`config.mk`:
```
export PLATFORM = sky130hd
export DESIGN_NAME = fre_fifo
export DESIGN_NICKNAME = d
export VERILOG_FILES = /design/src/sv/fre_pkg.sv /design/src/sv/fre_fifo.sv
export SDC_FILE = /design/constraint.sdc
export NUM_CORES = 1
export LEC_CHECK = 0
export ABC_AREA = 1
export CELL_PAD_IN_SITES_DETAIL_PLACEMENT = 0
export CELL_PAD_IN_SITES_GLOBAL_PLACEMENT = 1
export CORE_ASPECT_RATIO = 1.25
export CORE_MARGIN = 5
export CORE_UTILIZATION = 52
export CTS_BUF_LIST = sky130_fd_sc_hd__clkbuf_16
export CTS_CLUSTER_DIAMETER = 100
export DETAILED_ROUTE_END_ITERATION = 10
export DONT_BUFFER_PORTS = 1
export GPL_TIMING_DRIVEN = 0
export PLACE_DENSITY_LB_ADDON = 0.1
export SLEW_MARGIN = 20
export SYNTH_ARGS = -nofsm -noshare
export SYNTH_HDL_FRONTEND = slang
export SYNTH_SLANG_ARGS = --single-unit
```
`constraint.sdc`:
```
create_clock -name i_clk -period 6.27 [get_ports i_clk]
set_input_delay 0.3135 -clock i_clk [delete_from_list [all_inputs] [get_ports i_clk]]
set_output_delay 0.3135 -clock i_clk [all_outputs]
set_load 0.05 [all_outputs]
```
`src/sv/fre_pkg.sv`:
```
`default_nettype none

package fre_pkg;

    // register file
    localparam int CFG_IDX_W  = 2;
    localparam int CFG_DATA_W = 16;
    localparam int CFG_SIZE_W = 13;

    localparam logic [CFG_IDX_W-1:0] CFG_NOISE_FLOOR = 2'd0;
    localparam logic [CFG_IDX_W-1:0] CFG_FRAME_SIZE  = 2'd1;
    localparam logic [CFG_IDX_W-1:0] CFG_HOP_SIZE    = 2'd2;
    localparam logic [CFG_IDX_W-1:0] CFG_EMIT_FRAMES = 2'd3;

    localparam logic [15:0]           NOISE_RST = 16'd0;
    localparam logic [CFG_SIZE_W-1:0] FRAME_RST = 13'd1024;
    localparam logic [CFG_SIZE_W-1:0] HOP_RST   = 13'd512;
    localparam logic                  EMIT_RST  = 1'b1;

    typedef struct packed {
        logic [15:0]           gate_lvl;
        logic [CFG_SIZE_W-1:0] frm_len;
        logic [CFG_SIZE_W-1:0] hop_len;
        logic                  emit_frames;
    } t_cfg;

    // result item
    localparam int RES_W = 48;
    localparam int CNT_W = 32;
    localparam logic KIND_FRAME = 1'b0;
    localparam logic KIND_VAR   = 1'b1;

    // job handed from front to back
    localparam int JOB_SUM_W = 64;
    typedef struct packed {
        logic                  has_frame;
        logic                  is_end;
        logic [JOB_SUM_W-1:0]  sum;
        logic [CFG_SIZE_W-1:0] len;
    } t_job;

    localparam int JOB_Q_DEPTH = 4;
    localparam int JOB_Q_AW    = 2;

    // shared divider
    localparam int DIV_NUM_W = 64;
    localparam int DIV_DEN_W = 32;
    localparam int DIV_CNT_W = 7;

    // stats
    localparam int MEAN_W = 32;
    localparam int ACC_W  = 64;
    localparam int RMS_W  = 24;
    localparam logic [31:0] RMS_MAX = 32'h00FF_FFFF;
    localparam int SQRT_STEPS = 32;
    localparam int SQRT_CNT_W = 5;

    typedef enum logic [3:0] {
        BK_IDLE,
        BK_Q_GO,
        BK_Q_WAIT,
        BK_SQ_GO,
        BK_SQ_RUN,
        BK_W_GO,
        BK_W_WAIT,
        BK_MUL,
        BK_ACC,
        BK_EMIT_F,
        BK_V_GO,
        BK_V_WAIT,
        BK_EMIT_V
    } t_back_st;

endpackage

`default_nettype wire

```
`src/sv/fre_fifo.sv`:
```
`default_nettype none

module fre_fifo (
    input  wire logic          i_clk,
    input  wire logic          i_rst_n,
    input  wire logic          i_push,
    input  fre_pkg::t_job      i_data,
    output logic               o_full,
    input  wire logic          i_pop,
    output fre_pkg::t_job      o_data,
    output logic               o_empty
);
    import fre_pkg::*;

    t_job                r_mem [JOB_Q_DEPTH];
    logic [JOB_Q_AW-1:0] r_wp;
    logic [JOB_Q_AW-1:0] r_rp;
    logic [JOB_Q_AW:0]   r_cnt;
    logic                w_wr;
    logic                w_rd;

    assign o_full  = (r_cnt == (JOB_Q_AW+1)'(JOB_Q_DEPTH));
    assign o_empty = (r_cnt == '0);
    assign w_wr    = i_push && !o_full;
    assign w_rd    = i_pop && !o_empty;
    assign o_data  = r_mem[r_rp];

    always_ff @(posedge i_clk) begin
        if (w_wr) begin
            r_mem[r_wp] <= i_data;
        end
    end

    always_ff @(posedge i_clk) begin
        if (!i_rst_n) begin
            r_wp  <= '0;
            r_rp  <= '0;
            r_cnt <= '0;
        end else begin
            if (w_wr) begin
                r_wp <= r_wp + 1'b1;
            end
            if (w_rd) begin
                r_rp <= r_rp + 1'b1;
            end
            if (w_wr && !w_rd) begin
                r_cnt <= r_cnt + 1'b1;
            end else if (w_rd && !w_wr) begin
                r_cnt <= r_cnt - 1'b1;
            end
        end
    end

endmodule

`default_nettype wire

```
==> results.md <==
* Final max-slew violation count at 0
* H-tree depth at 1
* DR WL/cell at 22.7 µm
* Clk buf depth at 3
* FFs w/ async S/R, synth at 0
* CP Class: flop to output port
* Post-synth top area cell: edfxtp_1
* CP Launch Type: flop
* Final Hold Vio Count at 0
* Final clock skew at 8.38 ps
* Reg2Reg Depth at 9
* First-pass GRT wire length at 43200 µm
* All-layer global routing usage at 0.210
* Post-layout util at 0.645
* Fraction of final layout cells sized beyond drive strength 1 at 0.108
* Commonest cells post-synth: 316 x edfxtp_1, 172 x nor2_1, 118 x o21ai_0, 79 x o22ai_1, 41 x o21ai_1
* PortBufs at 0
* Std-Cell Rows at 62
* CTS tree: yes
* Fin Setup TNS at 0 ps
* Worst skew pair latency at 540 ps
* Post-route antenna net violation count at 0
* CP arrival at 2880 ps
* Most frequent cell after synthesis: edfxtp_1
* Hold Path Class: input pin to flop
* DP HPWL at 18400 µm
* Core area at 23000 µm²
* Global route overflow at 0
* I/O Pins at 164
* CTS buffer count at 30
* Die Ht at 181 µm
* DR iter-0 viols at 452
* Crit end category: output port
* CP Max Fanout at 10
* Period minus WS final at 3200 ps
* Drt first pass iters at 5
* Routed wire length at 28900 µm
* Clk sinks at 325
* DRC viols at 0
* Clock Pin Slew Worst Setup and Hold Paths at 60 ps
* Worst Path Required at 5960 ps
* Via density at 5.74
* Die area at 26600 µm²
* Hold depth at 3
* RSZ-0062 raised after global routing: no
* Cells after synthesis at 833
* Actual slew at the worst max-slew pin at 1230 ps
* Power Dens Cells at 452 nW/µm²
* Fin nets at 1052
* Outcome: finished, final reports clean
* Synth Area per Inst at 14.6 µm²
* Root Buffer: clkbuf_16
* Post-synth EDFFs at 316
* Seq cells post-synth at 325
* Pin count of the biggest net entering global routing at 24
* Synth cell types at 20
* Worst rel slew slack at 0.192
* Fmax at 313 MHz
* Static Leakage at 5.02 nW
* Starting density of the core at 0.529
* Antenna violations before repair at 3
* Area delta synth->final at 22.0%
* Ys flop type: edfxtp_1
* Vias in the first global route at 7530
* Final Setup Violations at 0
* Total of max-cap violations at 0
* Mapped Area at 12200 µm²
* Die width at 147 µm
* Fin crit share at 0.510
* Net Count, Synth at 922
* Fillers at 1644
* Via count at 7319
* Synth top area cells: edfxtp_1 78%, nor2_1 5.3%, o21ai_0 4.8%, o22ai_1 4.1%, o21ai_1 1.7%
* Warning count from the yosys run at 0
* Sequential-to-total area share from yosys stat at 0.794
* GPL Wtd Cong at 0.756
* Post-synth top area share at 0.779
* Worst vdd ir at 0.000329 V
[final timing paths]
kind                                            start               endpoint  slack (ps)
worst max-delay path                             flop             o_data[56]        3070
worst min-delay path                            i_pop   r_rp[1]$_SDFFE_PN0P_          40
worst max register to register  r_cnt[1]$_SDFFE_PN0P_  r_cnt[1]$_SDFFE_PN0P_        4070
worst min register to register   r_rp[1]$_SDFFE_PN0P_   r_rp[1]$_SDFFE_PN0P_         500
[through the flow]
step | area, µm² | power, mW | cells | setup slack (ps) | hold slack [ps]
after floorplan | 12200 | 4.41 | 833 | 1800 | 412
after global placement | 12500 | 4.81 | 1121 | -903 | 413
after detailed placement | 13000 | 4.91 | 1137 | 3580 | 413
after CTS | 14800 | 6.76 | 1272 | 3010 | 26.7
after global routing | 14900 | 6.98 | 1274 | 2950 | 46.7
final | 14900 | 6.71 | 1274 | 3070 | 36.7
[cell type report]
type                       instances  area [µm²]  area share
tap                              288         360      0.0243
timing repair buffer              98        1220      0.0824
buffer                            50         313      0.0211
clock buffer                      31         776      0.0522
antenna                            2        5.00    0.000337
sequential                       325        9670       0.651
multi-input combinational        440        2220       0.150
inverter                          18        70.1     0.00472
clock inverter                    22         214      0.0144
[logic make-up (layout without fill, tap and decap cells)]
group | after synthesis | in the layout | share of synthesized area
and+or+nand+nor | 192 | 192 | 0.0599
adders and majority gates | 6 | 6 | 0.00678
xor gates and xnor gates | 1 | 1 | 0.000719
DFF | 325 | 325 | 0.794
other | 0 | 2 | 0
AOI/OAI and AO/OA | 241 | 241 | 0.107
buffers and inverters | 68 | 219 | 0.0314
[what timing repair did]
action	CTS	global route
buffers inserted	0	0
hold endpoints to repair	325	0
setup endpoints to repair	0	0
hold buffers	82	0
gates resized for setup	0	0
[state kept, by name, summed over array words and instances (netlist names), named ones only]
register	count
r_rp	2
r_wp	2
r_cnt	3
r_mem	316
[worst max-delay path: stages, from the launching register on]
cell and delay (ps):
dfxtp_1 490, inv_2 290, buf_2 260, buf_2 270, o21ai_1 100, o22ai_1 920
[metal layers]
layer | part of all wire | GRT usage
met2 | 0.53 | 0.386
met1 | 0.39 | 0.254
met3 | 0.064 | 0.0456
met5 | 0.00038 | 0
met4 | 0.019 | 0.0444
[placed cells by master (no fill, tap or decap), drive strengths merged, types with 3 or more instances in the layout]
master       instances
clkbuf              53
nand3                4
o22ai               79
dfxtp                9
nor2               172
ha                   5
o21ai              159
nand2               15
clkinv              10
edfxtp             316
bufinv               4
dlygate4sd3         82
buf                 44
a21oi                3
inv                 24
[report_power, final]
group	switching, mW	total [mW]	internal, mW
logic	1.78	2.21	0.431
clock network	0.741	1.80	1.06
registers	0.0669	2.70	2.64
total	2.59	6.71	4.12
(Power assumes the default switching activity.)
