`config.mk`:
```
export PLATFORM = sky130hd
export DESIGN_NAME = fre_front_flat
export DESIGN_NICKNAME = d
export VERILOG_FILES = /design/src/sv/fre_pkg.sv /design/src/sv/fre_if.sv /design/src/sv/fre_front.sv /design/src/flat_wrapper.sv
export SDC_FILE = /design/constraint.sdc
export NUM_CORES = 2
export LEC_CHECK = 0
export BUFFER_PORTS_ARGS = -buffer_cell sky130_fd_sc_hd__buf_2
export CAP_MARGIN = 10
export CORE_MARGIN = 2
export CORE_UTILIZATION = 40
export DETAILED_ROUTE_END_ITERATION = 8
export GPL_TIMING_DRIVEN = 0
export PLACE_DENSITY_LB_ADDON = 0.3
export SLEW_MARGIN = 20
export SYNTH_ARGS = -nofsm -noshare
export SYNTH_HDL_FRONTEND = slang
export SYNTH_SLANG_ARGS = --single-unit
export TNS_END_PERCENT = 20
```
`constraint.sdc`:
```
create_clock -name i_clk -period 25.9 [get_ports i_clk]
set_input_delay 5.18 -clock i_clk [delete_from_list [all_inputs] [get_ports i_clk]]
set_output_delay 5.18 -clock i_clk [all_outputs]
set_load 0.01 [all_outputs]
```
`src/sv/fre_pkg.sv`:
```
`default_nettype none

package fre_pkg;

    // register file
    localparam int CFG_IDX_W  = 2;
    localparam int CFG_DATA_W = 16;
    localparam int CFG_SIZE_W = 13;

    localparam logic [CFG_IDX_W-1:0] CFG_NOISE_FLOOR = 2'd0;
    localparam logic [CFG_IDX_W-1:0] CFG_FRAME_SIZE  = 2'd1;
    localparam logic [CFG_IDX_W-1:0] CFG_HOP_SIZE    = 2'd2;
    localparam logic [CFG_IDX_W-1:0] CFG_EMIT_FRAMES = 2'd3;

    localparam logic [15:0]           NOISE_RST = 16'd0;
    localparam logic [CFG_SIZE_W-1:0] FRAME_RST = 13'd1024;
    localparam logic [CFG_SIZE_W-1:0] HOP_RST   = 13'd512;
    localparam logic                  EMIT_RST  = 1'b1;

    typedef struct packed {
        logic [15:0]           gate_lvl;
        logic [CFG_SIZE_W-1:0] frm_len;
        logic [CFG_SIZE_W-1:0] hop_len;
        logic                  emit_frames;
    } t_cfg;

    // result item
    localparam int RES_W = 48;
    localparam int CNT_W = 32;
    localparam logic KIND_FRAME = 1'b0;
    localparam logic KIND_VAR   = 1'b1;

    // job handed from front to back
    localparam int JOB_SUM_W = 64;
    typedef struct packed {
        logic                  has_frame;
        logic                  is_end;
        logic [JOB_SUM_W-1:0]  sum;
        logic [CFG_SIZE_W-1:0] len;
    } t_job;

    localparam int JOB_Q_DEPTH = 4;
    localparam int JOB_Q_AW    = 2;

    // shared divider
    localparam int DIV_NUM_W = 64;
    localparam int DIV_DEN_W = 32;
    localparam int DIV_CNT_W = 7;

    // stats
    localparam int MEAN_W = 32;
    localparam int ACC_W  = 64;
    localparam int RMS_W  = 24;
    localparam logic [31:0] RMS_MAX = 32'h00FF_FFFF;
    localparam int SQRT_STEPS = 32;
    localparam int SQRT_CNT_W = 5;

    typedef enum logic [3:0] {
        BK_IDLE,
        BK_Q_GO,
        BK_Q_WAIT,
        BK_SQ_GO,
        BK_SQ_RUN,
        BK_W_GO,
        BK_W_WAIT,
        BK_MUL,
        BK_ACC,
        BK_EMIT_F,
        BK_V_GO,
        BK_V_WAIT,
        BK_EMIT_V
    } t_back_st;

endpackage

`default_nettype wire

```
`src/sv/fre_if.sv`:
```
`default_nettype none

interface fre_in_if #(
    parameter int SAMPLE_BITS = 16
);
    logic                          valid;
    logic                          ready;
    logic signed [SAMPLE_BITS-1:0] sample;
    logic                          clip_end;

    modport source (output valid, sample, clip_end, input ready);
    modport sink   (input valid, sample, clip_end, output ready);
endinterface


`default_nettype wire

```
`src/sv/fre_front.sv`:
```
`default_nettype none

// Squares samples into the open frame lanes and queues a job per close / clip end.
module fre_front #(
    parameter int OPEN_FRAMES = 8,
    parameter int MAX_FRAME   = 4096,
    parameter int SAMPLE_BITS = 16
) (
    input  wire logic      i_clk,
    input  wire logic      i_rst_n,
    fre_in_if.sink         i_in,
    input  fre_pkg::t_cfg  i_cfg,
    input  wire logic      i_full,
    output logic           o_push,
    output fre_pkg::t_job  o_job
);
    import fre_pkg::*;

    localparam int SLOT_W = (OPEN_FRAMES > 1) ? $clog2(OPEN_FRAMES) : 1;
    localparam int SQ_W   = 2 * SAMPLE_BITS - 1;
    localparam int SUM_W  = SQ_W + CFG_SIZE_W;
    localparam int CAP_W  = CFG_SIZE_W + SLOT_W + 1;
    localparam logic [CFG_SIZE_W-1:0] MAXF =
        (MAX_FRAME > 8191) ? {CFG_SIZE_W{1'b1}} : CFG_SIZE_W'(MAX_FRAME);

    logic [SUM_W-1:0]      r_sum  [OPEN_FRAMES];
    logic [CFG_SIZE_W-1:0] r_len  [OPEN_FRAMES];
    logic [OPEN_FRAMES-1:0] r_open;
    logic [SLOT_W-1:0]     r_oldest;
    logic [SLOT_W-1:0]     r_next;
    logic [CFG_SIZE_W-1:0] r_phase;

    logic [SUM_W-1:0]      n_sum  [OPEN_FRAMES];
    logic [CFG_SIZE_W-1:0] n_len  [OPEN_FRAMES];
    logic [OPEN_FRAMES-1:0] n_open;
    logic [SLOT_W-1:0]     n_next;
    logic [CFG_SIZE_W-1:0] n_phase;

    logic [CFG_SIZE_W-1:0]  w_hop;
    logic [CFG_SIZE_W-1:0]  w_frm;
    logic [CAP_W-1:0]       w_cap;
    logic [SAMPLE_BITS-1:0] w_mag;
    logic [SQ_W-1:0]        w_sq;
    logic [2*SAMPLE_BITS-1:0] w_sq_full;
    logic                   w_acc;
    logic                   w_close;
    logic [CFG_SIZE_W:0]    w_ph1;

    function automatic logic [SLOT_W-1:0] slot_inc(input logic [SLOT_W-1:0] s);
        return (32'(s) == OPEN_FRAMES - 1) ? '0 : SLOT_W'(s + 1'b1);
    endfunction

    assign i_in.ready = !i_full;
    assign w_acc      = i_in.valid && !i_full;

    // effective sizes
    always_comb begin
        w_hop = (i_cfg.hop_len == '0) ? CFG_SIZE_W'(1) : i_cfg.hop_len;
        if (w_hop > MAXF) begin
            w_hop = MAXF;
        end
        w_cap = CAP_W'(w_hop) * CAP_W'(OPEN_FRAMES);
        w_frm = (i_cfg.frm_len == '0) ? CFG_SIZE_W'(1) : i_cfg.frm_len;
        if (w_frm > MAXF) begin
            w_frm = MAXF;
        end
        if (CAP_W'(w_frm) > w_cap) begin
            w_frm = w_cap[CFG_SIZE_W-1:0];
        end
    end

    // squared magnitude with noise gate
    always_comb begin
        w_mag = i_in.sample[SAMPLE_BITS-1] ? SAMPLE_BITS'(~i_in.sample + 1'b1)
                                           : SAMPLE_BITS'(i_in.sample);
        if (32'(w_mag) < 32'(i_cfg.gate_lvl)) begin
            w_mag = '0;
        end
        w_sq_full = (2*SAMPLE_BITS)'(w_mag) * (2*SAMPLE_BITS)'(w_mag);
        w_sq      = w_sq_full[SQ_W-1:0];
    end

    // lane update
    always_comb begin
        n_sum  = r_sum;
        n_len  = r_len;
        n_open = r_open;
        n_next = r_next;
        if (r_phase == '0 && !r_open[r_next]) begin
            n_open[r_next] = 1'b1;
            n_sum[r_next]  = '0;
            n_len[r_next]  = '0;
            n_next         = slot_inc(r_next);
        end
        for (int i = 0; i < OPEN_FRAMES; i++) begin
            if (n_open[i] && n_len[i] < w_frm) begin
                n_sum[i] = n_sum[i] + SUM_W'(w_sq);
                n_len[i] = n_len[i] + 1'b1;
            end
        end
        w_ph1   = (CFG_SIZE_W+1)'(r_phase) + 1'b1;
        n_phase = (w_ph1 >= (CFG_SIZE_W+1)'(w_hop)) ? '0 : w_ph1[CFG_SIZE_W-1:0];
        w_close = n_open[r_oldest] && (i_in.clip_end || n_len[r_oldest] >= w_frm);
    end

    assign o_push          = w_acc && (i_in.clip_end || w_close);
    assign o_job.has_frame = w_close;
    assign o_job.is_end    = i_in.clip_end;
    assign o_job.sum       = JOB_SUM_W'(n_sum[r_oldest]);
    assign o_job.len       = n_len[r_oldest];

    always_ff @(posedge i_clk) begin
        if (w_acc) begin
            r_sum <= n_sum;
            r_len <= n_len;
        end
    end

    always_ff @(posedge i_clk) begin
        if (!i_rst_n) begin
            r_open   <= '0;
            r_oldest <= '0;
            r_next   <= '0;
            r_phase  <= '0;
        end else if (w_acc) begin
            if (i_in.clip_end) begin
                r_open   <= '0;
                r_oldest <= '0;
                r_next   <= '0;
                r_phase  <= '0;
            end else begin
                r_next  <= n_next;
                r_phase <= n_phase;
                if (w_close) begin
                    r_open           <= n_open & ~(OPEN_FRAMES'(1) << r_oldest);
                    r_oldest         <= slot_inc(r_oldest);
                end else begin
                    r_open <= n_open;
                end
            end
        end
    end

endmodule

`default_nettype wire

```
`src/flat_wrapper.sv`:
```
// flat-port wrapper written by rule: the top's interface ports become plain ports
module fre_front_flat import fre_pkg::*;
#(
    parameter int OPEN_FRAMES = 8,
    parameter int MAX_FRAME   = 4096,
    parameter int SAMPLE_BITS = 16
)
  (i_clk, i_rst_n, i_cfg, i_full, o_push, o_job, i_in_valid, i_in_sample, i_in_clip_end, i_in_ready);
  fre_in_if #(.SAMPLE_BITS(SAMPLE_BITS)) i_in_i ();
  input  wire logic i_clk;
  input  wire logic i_rst_n;
  input  fre_pkg::t_cfg i_cfg;
  input  wire logic i_full;
  output logic o_push;
  output fre_pkg::t_job o_job;
  input wire logic [$bits(i_in_i.valid)-1:0] i_in_valid;
  input wire logic [$bits(i_in_i.sample)-1:0] i_in_sample;
  input wire logic [$bits(i_in_i.clip_end)-1:0] i_in_clip_end;
  output wire logic [$bits(i_in_i.ready)-1:0] i_in_ready;
  assign i_in_i.valid = i_in_valid;
  assign i_in_i.sample = i_in_sample;
  assign i_in_i.clip_end = i_in_clip_end;
  assign i_in_ready = i_in_i.ready;
  fre_front #(.OPEN_FRAMES(OPEN_FRAMES), .MAX_FRAME(MAX_FRAME), .SAMPLE_BITS(SAMPLE_BITS)) u_core (.i_clk(i_clk), .i_rst_n(i_rst_n), .i_in(i_in_i), .i_cfg(i_cfg), .i_full(i_full), .o_push(o_push), .o_job(o_job));
endmodule
```
==> results.txt <==
Status = complete, no violations
Synth Flop Type = edfxtp_1
Final Hold Viols = 0
Crit share post-route = 0.976
Io pins = 145
Die W = 368 um
Placed inst area = 56600 um2
R2R Setup Slk = 13.23 ns
Power, Total = 5.29 mW
Worst reg2reg endpoint = u_core.r_open[2]
RR Startpoint = u_core.r_phase[0]
Fin area = 58700 um2
CP peak stage delay = 0.87 ns
Min Tclk post-route = 25.29 ns
Die Y = 368 um
Sink Count = 483
CTS Buf Count = 59
Worst-Skew Late Latency = 0.70 ns
GR Util All Layers = 0.298
CP bufs+invs = 12
HP Start = u_core.r_phase[11]
Routed WL = 208000 um
CP required = 20.72 ns
Nets@finish = 7023
Die ar. = 135000 um2
Rel. slew slack = 0.125
Post-synth EDFFs = 456
Final Skew = 0.0418 ns
Finished Layout Cells = 8105
# hold bufs at CTS = 0
Pre-CTS setup slack = 0.279 ns
Critical path arrival = 20.11 ns
First-pass GRT wire length = 300000 um
Worst-case clock buffer depth = 3
Top delay family on crit path = adder cells
Yosys cell types = 112
WHS = 0.525 ns
Layout area overhead = 10.9%
Critical path's slowest cell = o41ai_1
Lkg Pwr = 25.1 nW
CTS Root Cell = clkbuf_16
HP Class = reg2reg
Core Rows = 133
Placer congestion estimate = 1.05
Largest net degree at the start of global routing = 54
Wire per inst = 25.7 um
Drc violations = 0
Slew Limit Fails = 0
Synthesis Warnings = 0
Core area = 131000 um2
Post-Synthesis Cells = 6052
CP endpoint kind = primary output
Setup violators final = 0
Share of cells above drive strength 1 = 0.0912
DP HPWL = 167000 um
Reg clk slew, reported paths = 0.06 ns
WHS Endpoint = u_core.r_phase[11]
Worst setup path category = in2out
Drt pass-1 iters = 6
Starting Density = 0.403
Port bufs = 122
Fin util = 0.447
TritonCTS clock tree = done
Syn_area_per_cell = 8.75 um2
CP max FO = 17
Total global routing overflow = 0
Worst-margin pin slew = 1.31 ns
Hold Path Stages = 2
Vias in the first global route = 46100
First DRT Iteration DRCs = 6095
Register bit total from synthesis = 483
Share of flip-flops with an asynchronous set or reset = 0
RSZ-0062 raised after global routing = false
Worst r2r path cells = 38
Worst Setup Start Kind = input pin
Post-synth top cells = nand2_1 (727), ha_1 (500), nor2_1 (470), inv_1 (461), edfxtp_1 (456)
Area contributors post-synth = edfxtp_1 (26%), ha_1 (12%), fa_1 (6.2%)
Post-route ant nets = 0
Via density = 6.04
Largest area contributor in the netlist = edfxtp_1
Post-Syn Area = 52900 um2
MaxCap Viol Count = 0
Htree depth = 2
Via Count = 48900
Sum Neg Setup Slack = 0 ns
Top-area cell type share of the netlist area = 0.259
PD cells = 90.1 nW/um2
Final setup margin = 0.614 ns
Placed cells = 7990
Worst VDD drop = 0.0574 mV
Seq/Total Area, Yosys = 0.269
Max Clk Rate = 39.5 MHz
Initial antenna violation count = 10
Count leader, synth = nand2_1
[worst max-delay path by stage]
| stage | end | startpoint | cells after the start |
|---|---|---|---|
| finish | o_job[41] | i_in_sample[0] | 47 |
| global route | o_job[40] | i_in_sample[0] | 58 |
| CTS | o_job[49] | i_in_sample[0] | 58 |
| detailed placement | o_job[49] | i_in_sample[0] | 58 |
| global placement | u_core.r_open[0] | i_full | 7 |
| floorplan | o_job[47] | i_in_sample[9] | 52 |
[state kept, by name, indices dropped and copies added (netlist names)]
signal	flops
u_core.r_next	3
u_core.r_len	104
u_core.r_oldest	3
u_core.r_phase	13
u_core.r_open	8
u_core.r_sum	352
[layout make-up]
type                            instances  area, um2
Inverter                              466       1750
Sequential cell                       483      14200
Multi-Input combinational cell       4885      36400
Antenna cell                            3       7.51
Clock inverter                         33        284
Buffer                                247       1090
Timing Repair Buffer                  154       1070
Tap cell                             1755       2200
Fill cell                           12900      72700
Clock buffer                           79       1720
[report_power, final]
part           internal [mW]  total (mW)  switching (mW)
Sequential             0.912       0.929          0.0171
Combinational           1.31        3.48            2.17
Clock                  0.497       0.889           0.392
Total                   2.72        5.29            2.58
[placed cells by master, fill, tap and decap left out, drive strengths merged, types with 51 or more instances in the layout]
cell type / count
nor2b: 67
mux2: 73
a21o: 180
inv: 467
xnor2: 307
clkbuf: 259
a211oi: 69
edfxtp: 456
nand2b: 51
xor2: 179
and2: 244
a21oi: 343
buf: 221
ha: 500
nor3: 111
nand2: 727
nand4: 95
mux4: 66
o21ai: 331
and3: 74
nor2: 471
fa: 163
nand3: 142
o21a: 60
[layer usage]
layer | global-route usage | wire (um) | vias to the layer above
met5 | 0 | 12 | -
met4 | 0.181 | 15000 | 2
met3 | 0.0582 | 21900 | 507
met2 | 0.452 | 88400 | 2645
met1 | 0.391 | 82800 | 23600
li1 | - | - | 22200
[cell families after synthesis]
group / Yosys count / share of synthesized area
and+or+nand+nor: 2144 / 0.196
AOI/OAI and AO/OA: 1392 / 0.172
buffers and inverters: 713 / 0.0532
adders and majority gates: 670 / 0.181
xor gates and xnor gates: 486 / 0.0805
DFF: 483 / 0.269
muxes: 162 / 0.0479
other: 2 / 0.000142
[worst register-to-register path: cells and delay by family (launching register included)]
family | cells | cell delay [ns]
buffers and inverters | 10 | 5.25
AOI/OAI and AO/OA | 16 | 3.62
and+or+nand+nor | 8 | 1.84
adders and majority gates | 3 | 0.77
muxes | 1 | 0.59
DFF | 1 | 0.48
[what timing repair did]
action	CTS	global route
endpoints found under the setup margin	0	16
gates resized for setup	0	8
buffers inserted	0	0
hold endpoints to repair	0	0
Note: power is estimated with default switching activity, not from simulation.
