--- config.mk ---
export PLATFORM = sky130hd
export DESIGN_NAME = fre_back_flat
export DESIGN_NICKNAME = d
export VERILOG_FILES = /design/src/sv/fre_pkg.sv /design/src/sv/fre_if.sv /design/src/sv/fre_div.sv /design/src/sv/fre_back.sv /design/src/flat_wrapper.sv
export SDC_FILE = /design/constraint.sdc
export NUM_CORES = 2
export LEC_CHECK = 0
export BUFFER_PORTS_ARGS = -buffer_cell sky130_fd_sc_hd__buf_2
export CAP_MARGIN = 20
export CORE_UTILIZATION = 30
export CTS_CLUSTER_DIAMETER = 100
export DETAILED_ROUTE_END_ITERATION = 8
export SKIP_LAST_GASP = 1
export SLEW_MARGIN = 20
export SYNTH_ARGS = -nofsm -noshare
export SYNTH_HDL_FRONTEND = slang
export SYNTH_SLANG_ARGS = --single-unit
--- constraint.sdc ---
create_clock -name i_clk -period 14.5 [get_ports i_clk]
set_clock_uncertainty 0.2 [all_clocks]
set_input_delay 0.725 -clock i_clk [delete_from_list [all_inputs] [get_ports i_clk]]
set_output_delay 0.725 -clock i_clk [all_outputs]
set_load 0.02 [all_outputs]
--- src/sv/fre_pkg.sv ---
`default_nettype none

package fre_pkg;

    // register file
    localparam int CFG_IDX_W  = 2;
    localparam int CFG_DATA_W = 16;
    localparam int CFG_SIZE_W = 13;

    localparam logic [CFG_IDX_W-1:0] CFG_NOISE_FLOOR = 2'd0;
    localparam logic [CFG_IDX_W-1:0] CFG_FRAME_SIZE  = 2'd1;
    localparam logic [CFG_IDX_W-1:0] CFG_HOP_SIZE    = 2'd2;
    localparam logic [CFG_IDX_W-1:0] CFG_EMIT_FRAMES = 2'd3;

    localparam logic [15:0]           NOISE_RST = 16'd0;
    localparam logic [CFG_SIZE_W-1:0] FRAME_RST = 13'd1024;
    localparam logic [CFG_SIZE_W-1:0] HOP_RST   = 13'd512;
    localparam logic                  EMIT_RST  = 1'b1;

    typedef struct packed {
        logic [15:0]           gate_lvl;
        logic [CFG_SIZE_W-1:0] frm_len;
        logic [CFG_SIZE_W-1:0] hop_len;
        logic                  emit_frames;
    } t_cfg;

    // result item
    localparam int RES_W = 48;
    localparam int CNT_W = 32;
    localparam logic KIND_FRAME = 1'b0;
    localparam logic KIND_VAR   = 1'b1;

    // job handed from front to back
    localparam int JOB_SUM_W = 64;
    typedef struct packed {
        logic                  has_frame;
        logic                  is_end;
        logic [JOB_SUM_W-1:0]  sum;
        logic [CFG_SIZE_W-1:0] len;
    } t_job;

    localparam int JOB_Q_DEPTH = 4;
    localparam int JOB_Q_AW    = 2;

    // shared divider
    localparam int DIV_NUM_W = 64;
    localparam int DIV_DEN_W = 32;
    localparam int DIV_CNT_W = 7;

    // stats
    localparam int MEAN_W = 32;
    localparam int ACC_W  = 64;
    localparam int RMS_W  = 24;
    localparam logic [31:0] RMS_MAX = 32'h00FF_FFFF;
    localparam int SQRT_STEPS = 32;
    localparam int SQRT_CNT_W = 5;

    typedef enum logic [3:0] {
        BK_IDLE,
        BK_Q_GO,
        BK_Q_WAIT,
        BK_SQ_GO,
        BK_SQ_RUN,
        BK_W_GO,
        BK_W_WAIT,
        BK_MUL,
        BK_ACC,
        BK_EMIT_F,
        BK_V_GO,
        BK_V_WAIT,
        BK_EMIT_V
    } t_back_st;

endpackage

`default_nettype wire

--- src/sv/fre_if.sv ---
`default_nettype none


interface fre_out_if;
    logic        valid;
    logic        ready;
    logic        kind;
    logic [47:0] result_value;
    logic [31:0] frame_count;
    logic        end_of_run;

    modport source (output valid, kind, result_value, frame_count, end_of_run, input ready);
    modport sink   (input valid, kind, result_value, frame_count, end_of_run, output ready);
endinterface

`default_nettype wire

--- src/sv/fre_div.sv ---
`default_nettype none

// Restoring divider, one quotient bit per cycle.
module fre_div (
    input  wire logic                             i_clk,
    input  wire logic                             i_rst_n,
    input  wire logic                             i_start,
    input  wire logic [fre_pkg::DIV_NUM_W-1:0]    i_num,
    input  wire logic [fre_pkg::DIV_DEN_W-1:0]    i_den,
    output logic                                  o_done,
    output logic [fre_pkg::DIV_NUM_W-1:0]         o_quo
);
    import fre_pkg::*;

    logic [DIV_DEN_W-1:0] r_rem;
    logic [DIV_NUM_W-1:0] r_quo;
    logic [DIV_DEN_W-1:0] r_den;
    logic [DIV_CNT_W-1:0] r_cnt;
    logic                 r_busy;
    logic                 r_done;
    logic [DIV_DEN_W:0]   w_trial;
    logic                 w_ge;

    assign w_trial = {r_rem, r_quo[DIV_NUM_W-1]};
    assign w_ge    = (w_trial >= {1'b0, r_den});
    assign o_done  = r_done;
    assign o_quo   = r_quo;

    always_ff @(posedge i_clk) begin
        if (i_start) begin
            r_rem <= '0;
            r_quo <= i_num;
            r_den <= i_den;
        end else if (r_busy) begin
            r_rem <= w_ge ? DIV_DEN_W'(w_trial - {1'b0, r_den}) : w_trial[DIV_DEN_W-1:0];
            r_quo <= {r_quo[DIV_NUM_W-2:0], w_ge};
        end
    end

    always_ff @(posedge i_clk) begin
        if (!i_rst_n) begin
            r_busy <= 1'b0;
            r_done <= 1'b0;
            r_cnt  <= '0;
        end else begin
            r_done <= r_busy && (r_cnt == DIV_CNT_W'(1));
            if (i_start) begin
                r_busy <= 1'b1;
                r_cnt  <= DIV_CNT_W'(DIV_NUM_W);
            end else if (r_busy) begin
                r_cnt <= r_cnt - 1'b1;
                if (r_cnt == DIV_CNT_W'(1)) begin
                    r_busy <= 1'b0;
                end
            end
        end
    end

endmodule

`default_nettype wire

--- src/sv/fre_back.sv ---
`default_nettype none

// Per frame job: mean square divide, root, Welford update, optional result; variance at clip end.
module fre_back (
    input  wire logic      i_clk,
    input  wire logic      i_rst_n,
    input  wire logic      i_empty,
    input  fre_pkg::t_job  i_job,
    output logic           o_pop,
    input  wire logic      i_emit,
    fre_out_if.source      o_out
);
    import fre_pkg::*;

    t_back_st r_st;
    t_back_st n_st;

    t_job                  r_job;
    logic [DIV_NUM_W-1:0]  r_rad;
    logic [33:0]           r_srem;
    logic [31:0]           r_root;
    logic [SQRT_CNT_W-1:0] r_scnt;
    logic [CNT_W-1:0]      r_count;
    logic [MEAN_W-1:0]     r_mean;
    logic [ACC_W-1:0]      r_acc;
    logic [MEAN_W-1:0]     r_d;
    logic                  r_xge;
    logic [ACC_W-1:0]      r_prod;
    logic                  r_kind;
    logic [RES_W-1:0]      r_val;
    logic                  r_eor;

    logic                  w_div_start;
    logic                  w_div_done;
    logic [DIV_NUM_W-1:0]  w_num;
    logic [DIV_DEN_W-1:0]  w_den;
    logic [DIV_NUM_W-1:0]  w_quo;

    logic [33:0]           w_st;
    logic [33:0]           w_strial;
    logic [RMS_W-1:0]      w_rms;
    logic [MEAN_W-1:0]     w_x;
    logic [CNT_W-1:0]      w_cnt_inc;
    logic                  w_xge;
    logic [MEAN_W-1:0]     w_d;
    logic [MEAN_W-1:0]     w_step;
    logic [ACC_W:0]        w_sum;

    fre_div u_div (
        .i_clk   (i_clk),
        .i_rst_n (i_rst_n),
        .i_start (w_div_start),
        .i_num   (w_num),
        .i_den   (w_den),
        .o_done  (w_div_done),
        .o_quo   (w_quo)
    );

    // Welford operands
    always_comb begin
        w_rms     = (r_root > RMS_MAX) ? RMS_MAX[RMS_W-1:0] : r_root[RMS_W-1:0];
        w_x       = {w_rms, 8'h00};
        w_cnt_inc = (r_count == '1) ? r_count : r_count + 1'b1;
        w_xge     = (w_x >= r_mean);
        w_d       = w_xge ? w_x - r_mean : r_mean - w_x;
        w_step    = w_quo[MEAN_W-1:0];
        w_sum     = (ACC_W+1)'(r_acc) + (ACC_W+1)'(r_prod >> 16);
        w_st      = {r_srem[31:0], r_rad[DIV_NUM_W-1 -: 2]};
        w_strial  = {r_root, 2'b01};
    end

    always_comb begin
        case (r_st)
            BK_Q_GO: begin
                w_num = {r_job.sum[DIV_NUM_W-17:0], 16'h0000};
                w_den = DIV_DEN_W'(r_job.len);
            end
            BK_W_GO: begin
                w_num = DIV_NUM_W'(w_d);
                w_den = w_cnt_inc;
            end
            default: begin
                w_num = r_acc;
                w_den = r_count;
            end
        endcase
    end

    // next state
    always_comb begin
        n_st = r_st;
        unique case (r_st)
            BK_IDLE:   if (!i_empty) n_st = i_job.has_frame ? BK_Q_GO : BK_V_GO;
            BK_Q_GO:   n_st = BK_Q_WAIT;
            BK_Q_WAIT: if (w_div_done) n_st = BK_SQ_GO;
            BK_SQ_GO:  n_st = BK_SQ_RUN;
            BK_SQ_RUN: if (r_scnt == SQRT_CNT_W'(SQRT_STEPS - 1)) n_st = BK_W_GO;
            BK_W_GO:   n_st = BK_W_WAIT;
            BK_W_WAIT: if (w_div_done) n_st = BK_MUL;
            BK_MUL:    n_st = BK_ACC;
            BK_ACC: begin
                if (i_emit) begin
                    n_st = BK_EMIT_F;
                end else begin
                    n_st = r_job.is_end ? BK_V_GO : BK_IDLE;
                end
            end
            BK_EMIT_F: if (o_out.ready) n_st = r_job.is_end ? BK_V_GO : BK_IDLE;
            BK_V_GO:   n_st = BK_V_WAIT;
            BK_V_WAIT: if (w_div_done) n_st = BK_EMIT_V;
            BK_EMIT_V: if (o_out.ready) n_st = BK_IDLE;
            default:   n_st = BK_IDLE;
        endcase
    end

    // control outputs
    always_comb begin
        o_pop       = (r_st == BK_IDLE) && !i_empty;
        w_div_start = (r_st == BK_Q_GO) || (r_st == BK_W_GO) || (r_st == BK_V_GO);
        o_out.valid = (r_st == BK_EMIT_F) || (r_st == BK_EMIT_V);
    end

    assign o_out.kind         = r_kind;
    assign o_out.result_value = r_val;
    assign o_out.frame_count  = r_count;
    assign o_out.end_of_run   = r_eor;

    // datapath
    always_ff @(posedge i_clk) begin
        case (r_st)
            BK_IDLE: begin
                r_job <= i_job;
            end
            BK_SQ_GO: begin
                r_rad  <= w_quo;
                r_srem <= '0;
                r_root <= '0;
                r_scnt <= '0;
            end
            BK_SQ_RUN: begin
                r_rad  <= {r_rad[DIV_NUM_W-3:0], 2'b00};
                r_scnt <= r_scnt + 1'b1;
                if (w_st >= w_strial) begin
                    r_srem <= w_st - w_strial;
                    r_root <= {r_root[30:0], 1'b1};
                end else begin
                    r_srem <= w_st;
                    r_root <= {r_root[30:0], 1'b0};
                end
            end
            BK_W_GO: begin
                r_d    <= w_d;
                r_xge  <= w_xge;
                r_val  <= RES_W'(w_rms);
                r_kind <= KIND_FRAME;
                r_eor  <= !r_job.is_end;
            end
            BK_MUL: begin
                r_prod <= ACC_W'(r_d) * ACC_W'(r_d - w_step);
            end
            BK_V_WAIT: begin
                r_kind <= KIND_VAR;
                r_eor  <= 1'b1;
                if (r_count == '0) begin
                    r_val <= '0;
                end else if (w_quo[DIV_NUM_W-1:RES_W] != '0) begin
                    r_val <= '1;
                end else begin
                    r_val <= w_quo[RES_W-1:0];
                end
            end
            default: begin
            end
        endcase
    end

    // clip statistics
    always_ff @(posedge i_clk) begin
        if (!i_rst_n) begin
            r_st    <= BK_IDLE;
            r_count <= '0;
            r_mean  <= '0;
            r_acc   <= '0;
        end else begin
            r_st <= n_st;
            case (r_st)
                BK_W_GO: begin
                    r_count <= w_cnt_inc;
                end
                BK_MUL: begin
                    r_mean <= r_xge ? r_mean + w_step : r_mean - w_step;
                end
                BK_ACC: begin
                    r_acc <= w_sum[ACC_W] ? '1 : w_sum[ACC_W-1:0];
                end
                BK_EMIT_V: begin
                    if (o_out.ready) begin
                        r_count <= '0;
                        r_mean  <= '0;
                        r_acc   <= '0;
                    end
                end
                default: begin
                end
            endcase
        end
    end

endmodule

`default_nettype wire

--- src/flat_wrapper.sv ---
// flat-port wrapper written by rule: the top's interface ports become plain ports
module fre_back_flat import fre_pkg::*;
  (i_clk, i_rst_n, i_empty, i_job, o_pop, i_emit, o_out_valid, o_out_kind, o_out_result_value, o_out_frame_count, o_out_end_of_run, o_out_ready);
  fre_out_if o_out_i ();
  input  wire logic i_clk;
  input  wire logic i_rst_n;
  input  wire logic i_empty;
  input  fre_pkg::t_job i_job;
  output logic o_pop;
  input  wire logic i_emit;
  output wire logic [$bits(o_out_i.valid)-1:0] o_out_valid;
  output wire logic [$bits(o_out_i.kind)-1:0] o_out_kind;
  output wire logic [$bits(o_out_i.result_value)-1:0] o_out_result_value;
  output wire logic [$bits(o_out_i.frame_count)-1:0] o_out_frame_count;
  output wire logic [$bits(o_out_i.end_of_run)-1:0] o_out_end_of_run;
  input wire logic [$bits(o_out_i.ready)-1:0] o_out_ready;
  assign o_out_valid = o_out_i.valid;
  assign o_out_kind = o_out_i.kind;
  assign o_out_result_value = o_out_i.result_value;
  assign o_out_frame_count = o_out_i.frame_count;
  assign o_out_end_of_run = o_out_i.end_of_run;
  assign o_out_i.ready = o_out_ready;
  fre_back u_core (.i_clk(i_clk), .i_rst_n(i_rst_n), .i_empty(i_empty), .i_job(i_job), .o_pop(o_pop), .i_emit(i_emit), .o_out(o_out_i));
endmodule
==> impl_results.md <==
* Area contributors post-synth: fa_1 30%, edfxtp_1 17%, inv_1 6.8%
* Worst-case headroom to the max-slew limit at 0.251
* Top cell type's share of synthesized area at 0.301
* Placeable core region at 243,000 sq um
* Initial antenna violation count at 9
* Post-synthesis adder-cell area fraction at 0.366
* Worst-Skew Late Latency at 670 ps
* Post-synthesis cell count at 8,018
* Number of different library cells in the post-synthesis netlist at 109
* Result of the run: complete, no violations
* Yosys warning total at 0
* Starting density of the core at 0.302
* Std-Cell Rows at 181
* Initial DRC Count at 4,486
* Post-synthesis simple-gate area fraction at 0.161
* Buffers on Ports at 151
* Number of ports placed on the die boundary at 168
* Total half-perimeter wirelength after legalization and detailed placement at 164 mm
* Number of buffers added by the clock tree synthesis step at 70
* FILL cells at 24,800
* Top cell by count, worst path: fa_1
* Pin count of the biggest net entering global routing at 99
* Clock tree from TritonCTS: yes
* TritonCTS sink count at 595
* Post-detailed-route DRC marker count at 0
* Setup violations, final at 0
* Remaining global-route overflow at 0
* Maximum capacitance violations at 0
* Fraction of synthesis flops using an asynchronous set or reset pin at 0
* Start point of the worst min-delay path: i_job[2]
* DR vias at 57,100
* Worst setup path class: flop to flop
* Slowest cell delay on critical path at 800 ps
* Largest buffer count on any clock path at 3
* Combinational family with the most area after synthesis: adder cells
* Area growth from synthesis to layout at 9.09%
* Total count of hold-check failures in the final report at 0
* Buffer cell driving the clock tree root: clkbuf_16
* Total area of sequential cells at 16,100 sq um
* Final-layout setup total negative slack at 0 ps
* CTS H-Tree Depth at 3
* Count leader, synth: inv_1
* Element type at the critical path end: flop
* Mapped Area at 73,500 sq um
* Post-DR vias/cell at 5.10
* Hold crit path type: input pin to flop
* Number of optimization iterations in the first detailed-route pass at 8
* Data required time of the worst path at 14,700 ps
* First-pass GRT wire length at 341 mm
* Critical Path Fanout Max at 10
* Number of nets with antenna violations after routing at 0
* Final Wtd Congestion at 0.945
* Arr. time, crit path at 12,520 ps
* Clock period minus final worst setup slack at 12,320 ps
* Register clock-pin slew on the reported worst setup and hold paths at 60 ps
* Source of the worst register-to-register timing path: u_core.r_d[0]
* Predominant post-synthesis flop cell: edfxtp_1
* Net count of the finished layout at 9,497
* Mux cell area share after synthesis at 0.00889
* Most common library cells after synthesis: 1,332 x inv_1, 1,106 x fa_1, 962 x nand2_1, 471 x nor2_1, 438 x and2_1
* Die ar. at 247,000 sq um
* Complex-gate fraction of the synthesized area at 0.120
* Post-route fraction of the period consumed by the critical path at 0.850
* Count of flip-flops with a built-in enable after synthesis at 422
* Post-cts gate resize count at 0
* Xor/xnor cell area share of the yosys netlist at 0.0319
* Register area share after synthesis at 0.220
* Kind of launch point of the worst setup path: flop
* Mapped Avg Cell Area at 9.17 sq um
* Critical Path Slowest Stage Cell: xnor2_2
* Cell type with the largest total area after synthesis: fa_1
* Via count of the first global-routing pass at 59,700
* Synthesized Nets at 9,591
* Global-route usage over all layers at 0.174
* Number of pins exceeding their max-slew limit in the final report at 0
* Share of final-layout standard cells stronger than drive strength 1 at 0.0623
* Final wirelength at 215 mm
* Die H at 497 microns
* Routed wire length per instance at 19.2 microns
* Die extent in x at 497 microns
* Footprint of the multi-input gates at 50,900 sq um
* Number of synthesized register bits at 595
* First element of the critical path: u_core.r_d[0]
* Peak clock frequency supported by timing at 81.2 MHz
* Unrepaired setup endpoints after global routing: no
* Transition time at the pin with the least slew margin at 1120 ps
layer usage:
layer | track usage | wire length, microns | up-vias
met5 | 0 | 10 | -
met4 | 0.0633 | 7750 | 2
met3 | 0.0209 | 13400 | 369
met2 | 0.293 | 101000 | 1931
met1 | 0.230 | 92600 | 29000
li1 | - | - | 25700
registers in the layout, summed over array words and instances (netlist names), 7 cells and up:
register,cells
u_core.r_prod,48
u_core.u_div.r_cnt,7
u_core.o_out.result_value,48
u_core.r_d,32
u_core.r_rad,64
u_core.r_acc,64
u_core.r_srem,32
u_core.o_out.frame_count,32
u_core.r_mean,32
u_core.r_job,62
u_core.u_div.r_den,32
u_core.u_div.o_quo,64
u_core.r_root,32
u_core.u_div.r_rem,32
repair_timing:
action / 4_1_cts / 5_1_grt
setup endpoints to repair: 0 / 0
hold buffers: 20 / 0
setup buffers: 0 / 0
hold endpoints to repair: 20 / 0
cell usage in the layout (no fill, tap or decap), types with 139 or more instances in the layout:
| cell | Yosys | routed |
|---|---|---|
| fa_1 | 1106 | 1106 |
| and2_1 | 438 | 437 |
| nand2_1 | 962 | 960 |
| nor2_1 | 471 | 465 |
| ha_1 | 383 | 381 |
| buf_2 | 19 | 151 |
| xnor2_1 | 189 | 172 |
| a21oi_1 | 391 | 390 |
| o21ai_0 | 268 | 267 |
| edfxtp_1 | 422 | 422 |
| a21o_1 | 139 | 139 |
| dfxtp_1 | 173 | 172 |
| inv_1 | 1332 | 1331 |
worst max-delay path: cells and delay by family, from the launching register on:
family	cells	cell delay, ps
AND/OR/NAND/NOR	7	1000
adder cells (fa/ha/maj)	11	4900
flip-flops	1	380
AO/OA/AOI/OAI	13	3880
XOR/XNOR	2	930
buffers and inverters	5	760
path summary, 6_finish.rpt:
kind | slack, ps | endpoint | depth (start not counted)
worst max-delay path | 2180 | u_core.r_prod[63] | 38
worst min-delay path | 40 | u_core.r_job[2] | 1
worst max register to register | 2180 | u_core.r_prod[63] | 38
worst min register to register | 270 | u_core.u_div.o_done | 1
kinds of logic (layout without fill, tap and decap cells):
group | Yosys count | in the layout
AO/OA/AOI/OAI | 1339 | 1339
XOR/XNOR | 268 | 268
adder cells (fa/ha/maj) | 1489 | 1489
buffers and inverters | 1786 | 1749
flip-flops | 595 | 595
multiplexers | 65 | 65
other | 0 | 4
AND/OR/NAND/NOR | 2476 | 2476
layout make-up:
| type | count | share of cell area |
|---|---|---|
| diodes | 4 | 0.000125 |
| clock buffers | 92 | 0.0241 |
| clock inverters | 37 | 0.00479 |
| inverters | 1338 | 0.0627 |
| multi-input cells | 5637 | 0.635 |
| flip-flops and latches | 595 | 0.201 |
| well taps | 3202 | 0.0500 |
| repair buffers | 282 | 0.0224 |
through the flow:
| step | setup slack, ps | area [sq um] | utilization | hold WS, ps | cells |
|---|---|---|---|---|---|
| finish | 2180 | 80200 | 0.329 | 43.1 | 11200 |
| floorplan | 4430 | 73500 | - | 240 | 8018 |
| CTS | 2360 | 80200 | 0.329 | 0.340 | 11200 |
| global placement | 2520 | 77600 | 0.319 | 265 | 11000 |
| detailed placement | 2380 | 77600 | 0.319 | 263 | 11000 |
| global route | 1630 | 80200 | 0.329 | 25.6 | 11200 |
Power is left out: the tool's default activity adds up to more than one toggle a clock period on the data nets, which glitch-free logic cannot reach.
